==> src/hw/rtl/xsf_pkg.sv <==
// ----------------------------------------------------------------------------
// xsf_pkg: shared types and constants
// Command codes, the decoded operation that passes from the front end to the
// row engine, and the default screen size.
// ----------------------------------------------------------------------------
package xsf_pkg;

  // default screen size in pixels
  localparam int DEF_SCREEN_WIDTH  = 64;
  localparam int DEF_SCREEN_HEIGHT = 32;

  // widths that hold a column or a row at the largest allowed screen
  localparam int COL_W = 6;
  localparam int ROW_W = 6;
  // column group number on a read (pos_x / 8)
  localparam int GRP_W = 5;

  // command codes
  typedef enum logic [1:0] {
    CMD_CLEAR = 2'd0,
    CMD_DRAW  = 2'd1,
    CMD_READ  = 2'd2,
    CMD_NOP   = 2'd3
  } cmd_e;

  // one decoded operation, as held in the queue
  typedef struct packed {
    cmd_e             cmd;
    logic [COL_W-1:0] col;     // pos_x mod width
    logic [ROW_W-1:0] row;     // target row, already wrapped when wrap is on
    logic             skip;    // draw row lies below the screen in clip mode
    logic [GRP_W-1:0] grp;     // column group on a read
    logic [7:0]       bits;    // sprite pixels, bit 7 leftmost
    logic             first;
    logic             last;
  } xsf_op_t;

endpackage

==> src/hw/rtl/xsf_front.sv <==
// ----------------------------------------------------------------------------
// xsf_front: command decode
// Reduces the raw coordinates modulo the screen size, works out the target
// row of a draw and whether it falls off the bottom edge.
// ----------------------------------------------------------------------------
module xsf_front
  import xsf_pkg::*;
#(
  parameter int SCREEN_WIDTH  = DEF_SCREEN_WIDTH,
  parameter int SCREEN_HEIGHT = DEF_SCREEN_HEIGHT
) (
  input  logic [1:0] cmd_i,
  input  logic [7:0] pos_x_i,
  input  logic [7:0] pos_y_i,
  input  logic [3:0] row_index_i,
  input  logic [7:0] sprite_byte_i,
  input  logic       first_row_i,
  input  logic       last_row_i,
  input  logic       wrap_i,
  output xsf_op_t    op_o
);

  localparam int CW = $clog2(SCREEN_WIDTH);
  localparam int RW = $clog2(SCREEN_HEIGHT);
  // holds (y mod height) + row_index
  localparam int SW = $clog2(SCREEN_HEIGHT + 15);

  logic [CW-1:0] xmod_tbl [256];
  logic [RW-1:0] ymod_tbl [256];
  logic [RW-1:0] sum_tbl  [2**SW];

  logic [CW-1:0] x0;
  logic [RW-1:0] y0;
  logic [SW-1:0] y_sum;
  logic [RW-1:0] row;

  // constant remainder tables
  for (genvar i = 0; i < 256; i++) begin : g_mod
    assign xmod_tbl[i] = CW'(i % SCREEN_WIDTH);
    assign ymod_tbl[i] = RW'(i % SCREEN_HEIGHT);
  end
  for (genvar i = 0; i < 2**SW; i++) begin : g_sum
    assign sum_tbl[i] = RW'(i % SCREEN_HEIGHT);
  end

  // coordinate reduction
  assign x0    = xmod_tbl[pos_x_i];
  assign y0    = ymod_tbl[pos_y_i];
  assign y_sum = SW'(y0) + SW'(row_index_i);

  // draw row address, read row address
  always_comb begin
    if (cmd_e'(cmd_i) == CMD_READ) begin
      row = y0;
    end else if (wrap_i) begin
      row = sum_tbl[y_sum];
    end else begin
      row = y_sum[RW-1:0];
    end
  end

  // pack the operation
  always_comb begin
    op_o.cmd   = cmd_e'(cmd_i);
    op_o.col   = COL_W'(x0);
    op_o.row   = ROW_W'(row);
    op_o.skip  = !wrap_i && (y_sum >= SW'(SCREEN_HEIGHT));
    op_o.grp   = pos_x_i[7:3];
    op_o.bits  = sprite_byte_i;
    op_o.first = first_row_i;
    op_o.last  = last_row_i;
  end

endmodule

==> src/hw/rtl/xsf_queue.sv <==
// ----------------------------------------------------------------------------
// xsf_queue: two-entry operation queue
// Decouples command decode from the row engine.
// ----------------------------------------------------------------------------
module xsf_queue
  import xsf_pkg::*;
(
  input  logic    clk_i,
  input  logic    rst_ni,
  input  logic    push_i,
  input  xsf_op_t item_i,
  output logic    full_o,
  input  logic    pop_i,
  output xsf_op_t head_o,
  output logic    empty_o
);

  xsf_op_t    slot_q [2];
  logic       wr_ptr_q, wr_ptr_d;
  logic       rd_ptr_q, rd_ptr_d;
  logic [1:0] cnt_q, cnt_d;

  assign full_o  = (cnt_q == 2'd2);
  assign empty_o = (cnt_q == 2'd0);
  assign head_o  = slot_q[rd_ptr_q];

  // pointer and count update
  always_comb begin
    wr_ptr_d = push_i ? !wr_ptr_q : wr_ptr_q;
    rd_ptr_d = pop_i  ? !rd_ptr_q : rd_ptr_q;
    cnt_d    = cnt_q;
    if (push_i && !pop_i) begin
      cnt_d = cnt_q + 2'd1;
    end else if (pop_i && !push_i) begin
      cnt_d = cnt_q - 2'd1;
    end
  end

  always_ff @(posedge clk_i or negedge rst_ni) begin
    if (!rst_ni) begin
      wr_ptr_q <= 1'b0;
      rd_ptr_q <= 1'b0;
      cnt_q    <= 2'd0;
    end else begin
      wr_ptr_q <= wr_ptr_d;
      rd_ptr_q <= rd_ptr_d;
      cnt_q    <= cnt_d;
    end
  end

  // payload storage
  always_ff @(posedge clk_i) begin
    if (push_i) begin
      slot_q[wr_ptr_q] <= item_i;
    end
  end

endmodule

==> src/hw/rtl/xsf_back.sv <==
// ----------------------------------------------------------------------------
// xsf_back: framebuffer row engine
// Holds the frame rows, runs read-modify-write of one row per draw, reads
// pixel groups, clears the screen and keeps the collision flag.
// ----------------------------------------------------------------------------
module xsf_back
  import xsf_pkg::*;
#(
  parameter int SCREEN_WIDTH  = DEF_SCREEN_WIDTH,
  parameter int SCREEN_HEIGHT = DEF_SCREEN_HEIGHT
) (
  input  logic       clk_i,
  input  logic       rst_ni,
  input  logic       wrap_i,
  input  xsf_op_t    head_i,
  input  logic       empty_i,
  output logic       pop_o,
  output logic       m_valid_o,
  input  logic       m_ready_i,
  output logic       m_collision_o,
  output logic       m_done_o,
  output logic [7:0] m_group_o
);

  localparam int CW  = $clog2(SCREEN_WIDTH);
  localparam int RW  = $clog2(SCREEN_HEIGHT);
  localparam int PXW = $clog2(2 * SCREEN_WIDTH);

  typedef enum logic {
    ST_IDLE,
    ST_EXEC
  } state_e;

  state_e state_q;
  xsf_op_t op_q;
  logic coll_q;
  logic out_valid_q;
  logic out_coll_q;
  logic out_done_q;
  logic [7:0] out_group_q;
  logic [SCREEN_HEIGHT-1:0] row_vld_q;
  logic rd_vld_q;

  logic [SCREEN_WIDTH-1:0] frame_mem [SCREEN_HEIGHT];
  logic [SCREEN_WIDTH-1:0] rd_data_q;

  logic [SCREEN_WIDTH-1:0] row_data;
  logic [SCREEN_WIDTH-1:0] mask;
  logic [SCREEN_WIDTH-1:0] new_row;
  logic [CW-1:0] x0;
  logic [RW-1:0] op_row;
  logic hit;
  logic exec_go;
  logic wr_en;
  logic coll_nxt;
  logic done_nxt;
  logic [7:0] group_nxt;

  assign x0      = op_q.col[CW-1:0];
  assign op_row  = op_q.row[RW-1:0];
  assign row_data = rd_vld_q ? rd_data_q : '0;
  assign pop_o   = (state_q == ST_IDLE) && !empty_i;
  assign exec_go = (state_q == ST_EXEC) && (!out_valid_q || m_ready_i);

  // sprite pixel mask over the row, wrapped or clipped at the right edge
  always_comb begin
    logic [PXW-1:0] px;
    mask = '0;
    for (int b = 0; b < 8; b++) begin
      px = PXW'(x0) + PXW'(b);
      if (op_q.bits[7-b]) begin
        if (px >= PXW'(SCREEN_WIDTH)) begin
          if (wrap_i) begin
            mask[CW'(px - PXW'(SCREEN_WIDTH))] = 1'b1;
          end
        end else begin
          mask[px[CW-1:0]] = 1'b1;
        end
      end
    end
  end

  assign hit     = |(row_data & mask);
  assign new_row = row_data ^ mask;
  assign wr_en   = exec_go && (op_q.cmd == CMD_DRAW) && !op_q.skip;

  // result of the current operation
  always_comb begin
    logic [7:0] c;
    coll_nxt  = coll_q;
    done_nxt  = 1'b0;
    group_nxt = 8'd0;
    case (op_q.cmd)
      CMD_DRAW: begin
        coll_nxt = (op_q.first ? 1'b0 : coll_q) | (!op_q.skip && hit);
        done_nxt = op_q.last;
      end
      CMD_READ: begin
        for (int b = 0; b < 8; b++) begin
          c = {op_q.grp, 3'(b)};
          if (c < 8'(SCREEN_WIDTH)) begin
            group_nxt[7-b] = row_data[c[CW-1:0]];
          end
        end
      end
      default: begin
        coll_nxt = coll_q;
      end
    endcase
  end

  // row memory, registered read
  always_ff @(posedge clk_i) begin
    if (pop_o) begin
      rd_data_q <= frame_mem[head_i.row[RW-1:0]];
    end
    if (wr_en) begin
      frame_mem[op_row] <= new_row;
    end
  end

  // operation payload
  always_ff @(posedge clk_i) begin
    if (pop_o) begin
      op_q <= head_i;
    end
  end

  // sequencer, row valid bits, flag and output register
  always_ff @(posedge clk_i or negedge rst_ni) begin
    if (!rst_ni) begin
      state_q     <= ST_IDLE;
      coll_q      <= 1'b0;
      row_vld_q   <= '0;
      rd_vld_q    <= 1'b0;
      out_valid_q <= 1'b0;
      out_coll_q  <= 1'b0;
      out_done_q  <= 1'b0;
      out_group_q <= 8'd0;
    end else begin
      // output valid: loaded by the engine, dropped once taken
      if (exec_go) begin
        out_valid_q <= 1'b1;
      end else if (m_ready_i) begin
        out_valid_q <= 1'b0;
      end
      case (state_q)
        ST_IDLE: begin
          if (pop_o) begin
            rd_vld_q <= row_vld_q[head_i.row[RW-1:0]];
            state_q  <= ST_EXEC;
          end
        end
        ST_EXEC: begin
          if (exec_go) begin
            if (op_q.cmd == CMD_CLEAR) begin
              row_vld_q <= '0;
            end else if (wr_en) begin
              row_vld_q[op_row] <= 1'b1;
            end
            coll_q      <= coll_nxt;
            out_coll_q  <= coll_nxt;
            out_done_q  <= done_nxt;
            out_group_q <= group_nxt;
            state_q     <= ST_IDLE;
          end
        end
        default: begin
          state_q <= ST_IDLE;
        end
      endcase
    end
  end

  assign m_valid_o     = out_valid_q;
  assign m_collision_o = out_coll_q;
  assign m_done_o      = out_done_q;
  assign m_group_o     = out_group_q;

endmodule

==> src/hw/rtl/xor_sprite_framebuffer_unit.sv <==
// ----------------------------------------------------------------------------
// xor_sprite_framebuffer_unit: one-bit-per-pixel sprite framebuffer
// Clear, XOR sprite row draw with collision detect, and eight-pixel read.
// ----------------------------------------------------------------------------
// Each command returns exactly one result item. Commands are decoded and
// queued (two entries), then a row engine executes them one at a time: in
// its idle state it pops a command and reads the target row from the frame
// memory through its registered read port, and in its execute state it
// updates the row and loads the output register, waiting there while the
// last result has not been taken. A clear takes effect at once through
// per-row valid bits, so there is no clearing pass after reset. Write
// wrap_enable on the cfg channel only while no item is in flight.
module xor_sprite_framebuffer_unit
  import xsf_pkg::*;
#(
  parameter int SCREEN_WIDTH  = DEF_SCREEN_WIDTH,
  parameter int SCREEN_HEIGHT = DEF_SCREEN_HEIGHT
) (
  input  logic        clk_i,
  input  logic        rst_ni,
  // configuration write channel
  input  logic        cfg_valid_i,
  output logic        cfg_ready_o,
  input  logic        cfg_data_i,     // wrap_enable
  // command stream
  input  logic        s_axis_tvalid,
  output logic        s_axis_tready,
  // pos_x[7:0], pos_y[15:8], row_index[19:16], sprite_byte[27:20],
  // first_row[28], zero[31:29]
  input  logic [31:0] s_axis_tdata,
  input  logic [1:0]  s_axis_tuser,   // cmd[1:0]
  input  logic        s_axis_tlast,   // last_row
  // result stream
  output logic        m_axis_tvalid,
  input  logic        m_axis_tready,
  // collision[0], pixel_group[8:1], zero[15:9]
  output logic [15:0] m_axis_tdata,
  output logic        m_axis_tlast    // sprite_done
);

  logic    wrap_q;
  xsf_op_t dec_op;
  xsf_op_t head_op;
  logic    q_full;
  logic    q_empty;
  logic    q_pop;
  logic    push;
  logic    res_coll;
  logic    res_done;
  logic [7:0] res_group;

  // configuration register
  assign cfg_ready_o = 1'b1;
  always_ff @(posedge clk_i or negedge rst_ni) begin
    if (!rst_ni) begin
      wrap_q <= 1'b0;
    end else if (cfg_valid_i && cfg_ready_o) begin
      wrap_q <= cfg_data_i;
    end
  end

  // decode
  xsf_front #(
    .SCREEN_WIDTH  (SCREEN_WIDTH),
    .SCREEN_HEIGHT (SCREEN_HEIGHT)
  ) u_front (
    .cmd_i         (s_axis_tuser),
    .pos_x_i       (s_axis_tdata[7:0]),
    .pos_y_i       (s_axis_tdata[15:8]),
    .row_index_i   (s_axis_tdata[19:16]),
    .sprite_byte_i (s_axis_tdata[27:20]),
    .first_row_i   (s_axis_tdata[28]),
    .last_row_i    (s_axis_tlast),
    .wrap_i        (wrap_q),
    .op_o          (dec_op)
  );

  // queue between decode and row engine
  assign s_axis_tready = !q_full;
  assign push          = s_axis_tvalid && s_axis_tready;

  xsf_queue u_queue (
    .clk_i   (clk_i),
    .rst_ni  (rst_ni),
    .push_i  (push),
    .item_i  (dec_op),
    .full_o  (q_full),
    .pop_i   (q_pop),
    .head_o  (head_op),
    .empty_o (q_empty)
  );

  // row engine
  xsf_back #(
    .SCREEN_WIDTH  (SCREEN_WIDTH),
    .SCREEN_HEIGHT (SCREEN_HEIGHT)
  ) u_back (
    .clk_i         (clk_i),
    .rst_ni        (rst_ni),
    .wrap_i        (wrap_q),
    .head_i        (head_op),
    .empty_i       (q_empty),
    .pop_o         (q_pop),
    .m_valid_o     (m_axis_tvalid),
    .m_ready_i     (m_axis_tready),
    .m_collision_o (res_coll),
    .m_done_o      (res_done),
    .m_group_o     (res_group)
  );

  // result packing
  assign m_axis_tdata = {7'd0, res_group, res_coll};
  assign m_axis_tlast = res_done;

endmodule
==> config.mk <==
export PLATFORM = sky130hd
export DESIGN_NAME = xor_sprite_framebuffer_unit
export DESIGN_NICKNAME = d
export VERILOG_FILES = /design/src/hw/rtl/xsf_pkg.sv /design/src/hw/rtl/xsf_front.sv /design/src/hw/rtl/xsf_queue.sv /design/src/hw/rtl/xsf_back.sv /design/src/hw/rtl/xor_sprite_framebuffer_unit.sv
export SDC_FILE = /design/constraint.sdc
export NUM_CORES = 2
export LEC_CHECK = 0
export BUFFER_PORTS_ARGS = -buffer_cell sky130_fd_sc_hd__buf_2
export CORE_ASPECT_RATIO = 1.1
export CORE_MARGIN = 1.5
export CORE_UTILIZATION = 60
export DETAILED_ROUTE_END_ITERATION = 6
export GPL_TIMING_DRIVEN = 1
export PLACE_DENSITY = 0.76
export SETUP_SLACK_MARGIN = 0.1
export SLEW_MARGIN = 25
export SYNTH_ARGS = -nofsm -noshare
export SYNTH_HDL_FRONTEND = slang
export SYNTH_SLANG_ARGS = --single-unit
export TNS_END_PERCENT = 5
==> constraint.sdc <==
create_clock -name clk_i -period 8 [get_ports clk_i]
set_clock_uncertainty 0.05 [all_clocks]
set_input_delay 1.6 -clock clk_i [delete_from_list [all_inputs] [get_ports clk_i]]
set_output_delay 1.6 -clock clk_i [all_outputs]
set_load 0.02 [all_outputs]
==> Flow_metrics.wiki <==
{| class="wikitable"
! Metric !! Value
|-
| Cell total after placement || 7808
|-
| Total Neg Setup Slack || 0 ns
|-
| Cell Rows || 150
|-
| Number of antenna violations at the first check in global routing || 7
|-
| Fraction of registers with async set/reset || 2.23%
|-
| Leading register cell type out of synthesis || sky130_fd_sc_hd__edfxtp_1
|-
| Post-Synth XOR/XNOR Area || 0.275%
|-
| TritonCTS Sinks || 2240
|-
| Area of the die || 156000 um2
|-
| Worst Max-Slew Pin Slew || 1.14 ns
|-
| Final layout net count || 6085
|-
| Global-route wire length before repair || 406000 um
|-
| Worst setup slack for register-to-register paths || 1.42 ns
|-
| Multi-input gate area || 24200 um2
|-
| Share of power burned in combinational logic || 36.6%
|-
| YS warnings || 0
|-
| Largest net degree at the start of global routing || 140
|-
| Kind of critical path || flop to flop
|-
| I/O pin total || 61
|-
| Detailed-router iteration count before antenna repair || 7
|-
| Cell family contributing the most delay on the critical path || simple AND/OR/NAND/NOR gates
|-
| Library cells used by synthesis || 81
|-
| Diode count || 0
|-
| Clock slew at the register clock pins of the worst setup and hold paths || 0.06 ns
|-
| Die width || 377 um
|-
| Crit path launch type || flop
|-
| Buffers on Ports || 46
|-
| Syn avg cell area || 15.5 um2
|-
| Sequential element share of the synthesized area || 72.5%
|-
| Post-route fraction of the period consumed by the critical path || 82.3%
|-
| Multiplexer share of the synthesized area || 7.78%
|-
| Effective utilization at floorplan || 60.7%
|-
| Startpoint of the worst-slack reg-to-reg timing path || u_back.x0[2]
|-
| Avg Vias per Cell || 7.05
|-
| Source-to-sink clock delay at the later pin of the worst-skew pair || 0.88 ns
|-
| Wire per inst || 35.0 um
|-
| Max rail drop VDD || 324 uV
|-
| DRC violations left || 12
|-
| Post-synthesis cell area || 92400 um2
|-
| Critical Path End Type || flop
|-
| Final non-filler cell total || 8195
|-
| Unrepaired setup endpoints after global routing || false
|-
| Quantity of hold-fixing buffers added after cts || 0
|-
| Number of max-slew violations in the final report || 0
|-
| Bufs and invs on worst path || 1
|-
| Highest cell delay on the worst timing path || 0.90 ns
|-
| Final weighted congestion in routability-driven placement || 1.08
|-
| Main combinational cell family by area after synthesis || compound AO/OA/AOI/OAI gates
|-
| Register Area || 67000 um2
|-
| Most common cell after layout, fill and taps aside || sky130_fd_sc_hd__edfxtp_1
|-
| PwrDens || 416 nW/um2
|-
| Layout fillers || 9863
|-
| Clock Tree Root || sky130_fd_sc_hd__clkbuf_16
|-
| Number of endpoints failing setup at the final stage || 0
|-
| Seq cells post-synth || 2240
|-
| Area fraction in compound gates after synthesis || 8.45%
|-
| Via count || 57795
|-
| Tmin final || 6.58 ns
|-
| Utilization after layout || 67.1%
|-
| Post-route antenna net violation count || 0
|-
| Switching Fraction || 38.0%
|-
| Inserted Clock Buffers || 206
|-
| Post-synthesis simple-gate area fraction || 8.03%
|-
| Pint || 26.4 mW
|-
| Most repeated library cell on the critical path || sky130_fd_sc_hd__ha_1
|-
| Failing checks || DRC
|-
| Hold Path Origin || u_back.row_vld_q[21]
|-
| Sum of net half-perimeters after detailed placement || 161000 um
|-
| Number of levels the H-tree was split into || 4
|-
| TritonCTS clock tree || built
|-
| Via count of the first global-routing pass || 57138
|-
| Clock power share || 22.8%
|-
| Floorplan Core Area || 152000 um2
|-
| Relative slew slack || 23.6%
|-
| Critical-path maximum fanout || 26
|-
| Commonest cells after routing, fill and taps aside || 2190 x sky130_fd_sc_hd__edfxtp_1, 948 x sky130_fd_sc_hd__nand2_1, 236 x sky130_fd_sc_hd__mux4_2
|-
| Setup Buffers After CTS || 0
|-
| Cells along the critical path || ha_1 -> nand4b_1 -> a31oi_1 -> nor2_1 -> a221oi_1 -> nand3_1 -> ha_1 -> nor4_1 -> nand4_1 -> nor4_2 -> buf_4 -> o21ai_0
|-
| Achievable frequency || 152 MHz
|-
| Resized cells post-CTS || 0
|-
| Total power || 42.6 mW
|-
| MaxCap Viol Count || 0
|-
| Arrival @ worst endpoint || 7.27 ns
|-
| Count of flip-flops with a built-in enable after synthesis || 2190
|-
| Outcome || complete, but fails checks
|-
| Share of cells above drive strength 1 || 13.6%
|-
| Hold violation total from the final report || 0
|-
| Cells after synthesis || 5956
|-
| Tightest Hold Check Type || flop to flop
|-
| Global routing usage summed across all routing layers || 36.8%
|-
| Cell type of the slowest stage on the worst timing path || sky130_fd_sc_hd__a221oi_1
|-
| Maximum clock path buffer count || 3
|-
| Total wire length || 287000 um
|-
| Height of the die || 415 um
|-
| Net switching power || 16.2 mW
|-
| Static leakage || 34.1 nW
|-
| DRC marker count from the first detailed-route iteration || 8758
|-
| Critical Path RT || 8.69 ns
|-
| Aggregate global routing overflow || 0
|-
| Fraction of the mapped netlist area in adder cells || 1.08%
|-
| Critical path startpoint || u_back.x0[2]
|-
| Portion of total power attributed to sequential cells || 40.6%
|-
| Area growth from synthesis to layout || 10.7%
|}
-- power groups by stage --
stage	clock, mW	combinational [mW]	sequential, mW
after floorplan	0	9.09	17.3
after global placement	0	14.7	17.5
after detailed placement	0	15.0	17.5
after CTS	9.75	15.1	17.3
after global routing	10.2	16.2	17.3
final	9.70	15.6	17.3
-- per-stage QoR --
step	setup slack (ns)	instance area (um2)	hold slack, ns
finish	1.42	102000	0.443
global route	1.24	102000	0.464
CTS	1.68	102000	0.444
detailed placement	1.67	95600	0.430
global placement	1.76	95600	0.423
floorplan	2.02	92500	0.411
-- cell type report --
class	instances	share of cell area, %
repair buffers	183	1.77
flip-flops and latches	2240	65.5
well taps	2052	2.51
inverters	30	0.132
clock buffers	261	5.29
multi-input cells	3304	23.6
clock inverters	125	1.18
-- flip-flops by register name, summed over array words and instances (netlist names), 2 cells and up --
register / flops
u_back.op_q: 23
u_queue.slot_q: 52
u_back.rd_data_q: 64
u_back.x0: 3
u_back.m_group_o: 8
u_back.row_vld_q: 32
u_queue.cnt_q: 2
u_back.frame_mem: 2048
-- cells by family (layout without fill, tap and decap cells) --
logic type / count (synthesis) / after routing
xor gates and xnor gates: 29 / 29
buffers and inverters: 418 / 599
AOI/OAI and AO/OA: 1098 / 1098
DFF: 2240 / 2240
muxes: 418 / 418
and+or+nand+nor: 1672 / 1672
adders and majority gates: 79 / 79
other: 2 / 8
-- cell usage after synthesis (50+ instances only) --
library cell / n / area, um2
sky130_fd_sc_hd__a21oi_1: 204 / 1020
sky130_fd_sc_hd__o41ai_1: 57 / 499
sky130_fd_sc_hd__o22ai_1: 137 / 857
sky130_fd_sc_hd__nand3_1: 217 / 1090
sky130_fd_sc_hd__edfxtp_1: 2190 / 65800
sky130_fd_sc_hd__a311oi_1: 116 / 1020
sky130_fd_sc_hd__dfrtp_1: 50 / 1250
sky130_fd_sc_hd__clkbuf_1: 243 / 912
sky130_fd_sc_hd__and2_1: 102 / 638
sky130_fd_sc_hd__mux2i_1: 154 / 1540
sky130_fd_sc_hd__mux4_2: 236 / 5320
sky130_fd_sc_hd__nand2_1: 948 / 3560
sky130_fd_sc_hd__buf_2: 94 / 470
sky130_fd_sc_hd__and3_1: 82 / 513
sky130_fd_sc_hd__a22o_1: 119 / 1040
sky130_fd_sc_hd__o21ai_1: 118 / 591
sky130_fd_sc_hd__ha_1: 78 / 976
sky130_fd_sc_hd__nor2_1: 149 / 559
-- worst register-to-register path: cells and delay by family, from the launching register on --
kind / cells / cell delay, ns
AOI/OAI and AO/OA: 3 / 1.72
adders and majority gates: 2 / 1.11
buffers and inverters: 1 / 0.27
DFF: 1 / 0.82
and+or+nand+nor: 6 / 2.50
-- layer usage --
metal | part of all wire, % | wire length, um | GRT usage [%]
met5 | 0.030 | 87 | 0
met4 | 5.9 | 16900 | 19.3
met3 | 11 | 32100 | 7.56
met2 | 46 | 133000 | 56.6
met1 | 37 | 105000 | 50.0
-- final timing paths --
check	to	cells after the start
min reg2reg	u_back.row_vld_q[21]	1
min	u_back.row_vld_q[21]	1
max reg2reg	u_back.coll_q	12
max	u_back.coll_q	12
max in group asynchronous	u_back.rd_vld_q	2
min in group asynchronous	u_queue.rd_ptr_q	2
No activity file was read; power rests on OpenSTA's default activity.
